--- src/rtl/core/tbch_pkg.sv ---
// shared types and constants of the time-binned charge histogram
// used by tbch_ctrl, tbch_dp and time_binned_charge_histogram; no dependencies
package tbch_pkg;

  localparam int unsigned TimeW      = 32;
  localparam int unsigned ChargeW    = 32;
  localparam int unsigned ContentW   = 48;
  localparam int unsigned BinOutW    = 10;
  localparam int unsigned WidthW     = 16;
  localparam int unsigned CmdW       = 2;
  localparam int unsigned CfgIdxW    = 1;
  localparam int unsigned CfgDataW   = 32;
  localparam int unsigned BinsDefault = 1024;

  localparam logic [TimeW-1:0]  StartReset = '0;
  localparam logic [WidthW-1:0] WidthReset = 16'd200;

  typedef enum logic [CmdW-1:0] {
    CMD_ADD   = 2'd0,
    CMD_QUERY = 2'd1,
    CMD_CLEAR = 2'd2
  } cmd_e;

  typedef enum logic [CfgIdxW-1:0] {
    CFG_START = 1'b0,
    CFG_WIDTH = 1'b1
  } cfg_idx_e;

  typedef enum logic [2:0] {
    ST_CLEAR,
    ST_IDLE,
    ST_DIV,
    ST_ADDR,
    ST_READ,
    ST_UPDATE
  } state_e;

  // controller to datapath
  typedef struct packed {
    logic load;
    logic div_step;
    logic addr_load;
    logic mem_read;
    logic update;
    logic clr_init;
    logic clr_step;
    logic emit_clear;
  } dp_cmd_t;

  // datapath to controller
  typedef struct packed {
    logic div_last;
    logic clr_last;
  } dp_stat_t;

endpackage

--- src/rtl/core/tbch_ctrl.sv ---
// sequencing state machine of the histogram: divide, read, update, clear sweep
// depends on tbch_pkg
module tbch_ctrl (
  input  logic               clk_i,
  input  logic               rst_ni,
  input  logic               start_i,
  input  logic               clear_req_i,
  input  tbch_pkg::dp_stat_t stat_i,
  output tbch_pkg::dp_cmd_t  cmd_o,
  output logic               busy_o
);

  tbch_pkg::state_e state_q, state_d;
  logic             report_q, report_d;

  always_ff @(posedge clk_i or negedge rst_ni) begin
    if (!rst_ni) begin
      state_q  <= tbch_pkg::ST_CLEAR;
      report_q <= 1'b0;
    end else begin
      state_q  <= state_d;
      report_q <= report_d;
    end
  end

  always_comb begin
    state_d  = state_q;
    report_d = report_q;
    cmd_o    = '0;
    busy_o   = 1'b1;
    case (state_q)
      tbch_pkg::ST_CLEAR: begin
        cmd_o.clr_step = 1'b1;
        if (stat_i.clr_last) begin
          cmd_o.emit_clear = report_q;
          report_d         = 1'b0;
          state_d          = tbch_pkg::ST_IDLE;
        end
      end
      tbch_pkg::ST_IDLE: begin
        busy_o = 1'b0;
        if (start_i) begin
          if (clear_req_i) begin
            cmd_o.clr_init = 1'b1;
            report_d       = 1'b1;
            state_d        = tbch_pkg::ST_CLEAR;
          end else begin
            cmd_o.load = 1'b1;
            state_d    = tbch_pkg::ST_DIV;
          end
        end
      end
      tbch_pkg::ST_DIV: begin
        cmd_o.div_step = 1'b1;
        if (stat_i.div_last) begin
          state_d = tbch_pkg::ST_ADDR;
        end
      end
      tbch_pkg::ST_ADDR: begin
        cmd_o.addr_load = 1'b1;
        state_d         = tbch_pkg::ST_READ;
      end
      tbch_pkg::ST_READ: begin
        cmd_o.mem_read = 1'b1;
        state_d        = tbch_pkg::ST_UPDATE;
      end
      tbch_pkg::ST_UPDATE: begin
        cmd_o.update = 1'b1;
        state_d      = tbch_pkg::ST_IDLE;
      end
      default: begin
        state_d = tbch_pkg::ST_IDLE;
      end
    endcase
  end

endmodule

--- config.mk ---
export PLATFORM = sky130hd
export DESIGN_NAME = tbch_ctrl
export DESIGN_NICKNAME = d
export VERILOG_FILES = /design/src/rtl/core/tbch_pkg.sv /design/src/rtl/core/tbch_ctrl.sv
export SDC_FILE = /design/constraint.sdc
export NUM_CORES = 1
export LEC_CHECK = 0
export BUFFER_PORTS_ARGS = -buffer_cell sky130_fd_sc_hd__clkbuf_2
export CORE_AREA = 2 2 39 41
export DETAILED_ROUTE_END_ITERATION = 8
export DIE_AREA = 0 0 41 43
export PLACE_DENSITY = 0.39
export SLEW_MARGIN = 10
export SYNTH_ARGS = -nofsm -noshare
export SYNTH_HDL_FRONTEND = slang
export SYNTH_SLANG_ARGS = --single-unit
--- constraint.sdc ---
create_clock -name clk_i -period 1.8 [get_ports clk_i]
set_input_delay 0.36 -clock clk_i [delete_from_list [all_inputs] [get_ports clk_i]]
set_output_delay 0.36 -clock clk_i [all_outputs]
set_load 0.05 [all_outputs]
==> metrics.txt <==
worst-path fanout max=3; Skew-Pair Late Insertion Delay=230 ps; top cell type's share of synthesized area=0.372; post-route setup slack=76.6 ps; Final setup viols=0; worst endpoint data arrival time=about 1400 ps; worst r2r dst=report_q; Clock Path Buffers=2; Worst Setup SP=state_q[1]; Hold/Removal Path Class=in -> reg; Final min period=1720 ps; FF-to-FF Start=state_q[1]; Tcrit/Tclk final=0.957; layout cells sized above 1=0.578; leading cell type in the layout, fill and taps excluded=clkbuf_2; FMAX=580 MHz; syn avg cell area=10.3 sq um; worst setup path class=reg -> out; GRT Overall Usage=0.0930; IO buf count=14; Slew headroom=0.816; total clock buffers created by CTS=3; vias=260; antenna-violating nets left=0; Core Rows=14; commonest non-fill, non-tap cells in the layout=12 x clkbuf_2, 5 x clkbuf_4, 4 x dfrtp_1; Via density=4.26; vias in the first global route=around 250; drt wl/cell=approximately 11 um; Clock transition at path regs=approximately 30 ps; cell taking the most area after synthesis=dfrtp_1; status=complete, no violations; ant diodes=0; synth top area cells=dfrtp_1 37%, buf_6 8.4%, nor3b_1 8.4%; initial antenna violation count=0; flops & latches, synth=4; first-pass iteration count of the detailed router=1; Initial Utilization=0.194; routed wire length=approximately 640 um; dpl ws=about 260 ps; Die ar.=1760 sq um; yosys warns=0; startpoint types=flip-flop; clock root buffer=clkbuf_4; Crit. End Element=primary output; # DRC=0; WHS Path Cells=3; final hold violation count=0; Critical Path RT=~1400 ps; Slew Limit Fails=0; IO Pins=15; unrepaired setup endpoints after global routing=true; fin cells=61; setup slack, reg-to-reg=410 ps; CTS tree=done; largest net degree at the start of global routing=10; worst r2r path cells=3; synthesized area=269 sq um; post-synth cell types=17; synth-to-layout area growth=59.5%; Die X=41 um; # H-tree levels=1; Core ar.=roughly 1400 sq um; Placed Cells incl. Taps=57; grt ovf=0; sequential cell area fraction in the yosys report=0.372; CTS Sinks=4; Layout Utilization=0.310; gp weighted congestion=0.688; Die H=43 um; Mapped Cells=26; Max-cap violations=0; nets=53; first-pass GRT wire length=about 1.1 mm; critical path endpoint=cmd_o[7]; Syn Nets=32; Worst-Margin Slew=between 200 and 300 ps; dpl hpwl=545 um; clock skew=between 3 and 4 ps; number of DRC markers in iteration 0=0
-- repair_timing --
action                     4_1_cts  5_1_grt
hold endpoints to repair         4        0
resized for setup                0        4
hold buffers                     1        0
setup endpoints to repair        0        2
buffers inserted                 0        0
-- cell type report --
cell class                 instances  area (sq um)
fill                             158           955
multi-input combinational         18           171
timing repair buffer              18           108
sequential                         4           100
clock buffer                       3          22.5
tap                               16          20.0
inverter                           2          7.51
-- critical path: stages, from the launching register on --
cell      delay [ps]
dfrtp_1          380
nor3b_2          270
inv_2             80
nor3b_4          160
clkbuf_4         250
-- flip-flops by register name, summed over array words and instances (netlist names) --
name and cells:
state_q 3, report_q 1
-- through the flow --
stage	TNS (ps)	hold slack (ps)	area, sq um
CTS	0	447	424
finish	0	451	429
global placement	0	173	392
global route	-7.06	466	429
detailed placement	0	169	392
floorplan	-77.7	64.4	302
-- synthesized netlist by cell type, drive strengths merged --
library cell / count
a21oi: 1
a32o: 1
and3: 2
and3b: 1
buf: 2
dfrtp: 4
inv: 2
mux2i: 1
nand2b: 2
nand4bb: 1
nor2: 1
nor3: 1
nor3b: 4
o221ai: 1
or2: 1
or4b: 1
-- routing by layer --
layer / vias up / share of wire / track usage
met5: - / 0 / 0
met2: 6 / 0.52 / 0.125
met4: 0 / 0 / 0.0400
met1: 118 / 0.43 / 0.128
met3: 0 / 0.047 / 0.0366
li1: 136 / - / -
-- logic make-up after synthesis --
kind of cell	share of synthesized area
flops	0.372
compound gates	0.0884
simple gates	0.391
mux	0.0372
buf+inv	0.112
-- how the worst min path moves through the flow --
stage / slack (ps) / endpoint / start
after global placement: 170 / state_q[2] / rst_ni
after floorplan: 60 / report_q / rst_ni
after CTS: 450 / state_q[1] / start_i
after global routing: 470 / report_q / clear_req_i
after detailed placement: 170 / report_q / rst_ni
final: 450 / state_q[1] / start_i
Power is left out: the tool's default activity adds up to more than one toggle a clock period on the data nets, which glitch-free logic cannot reach.
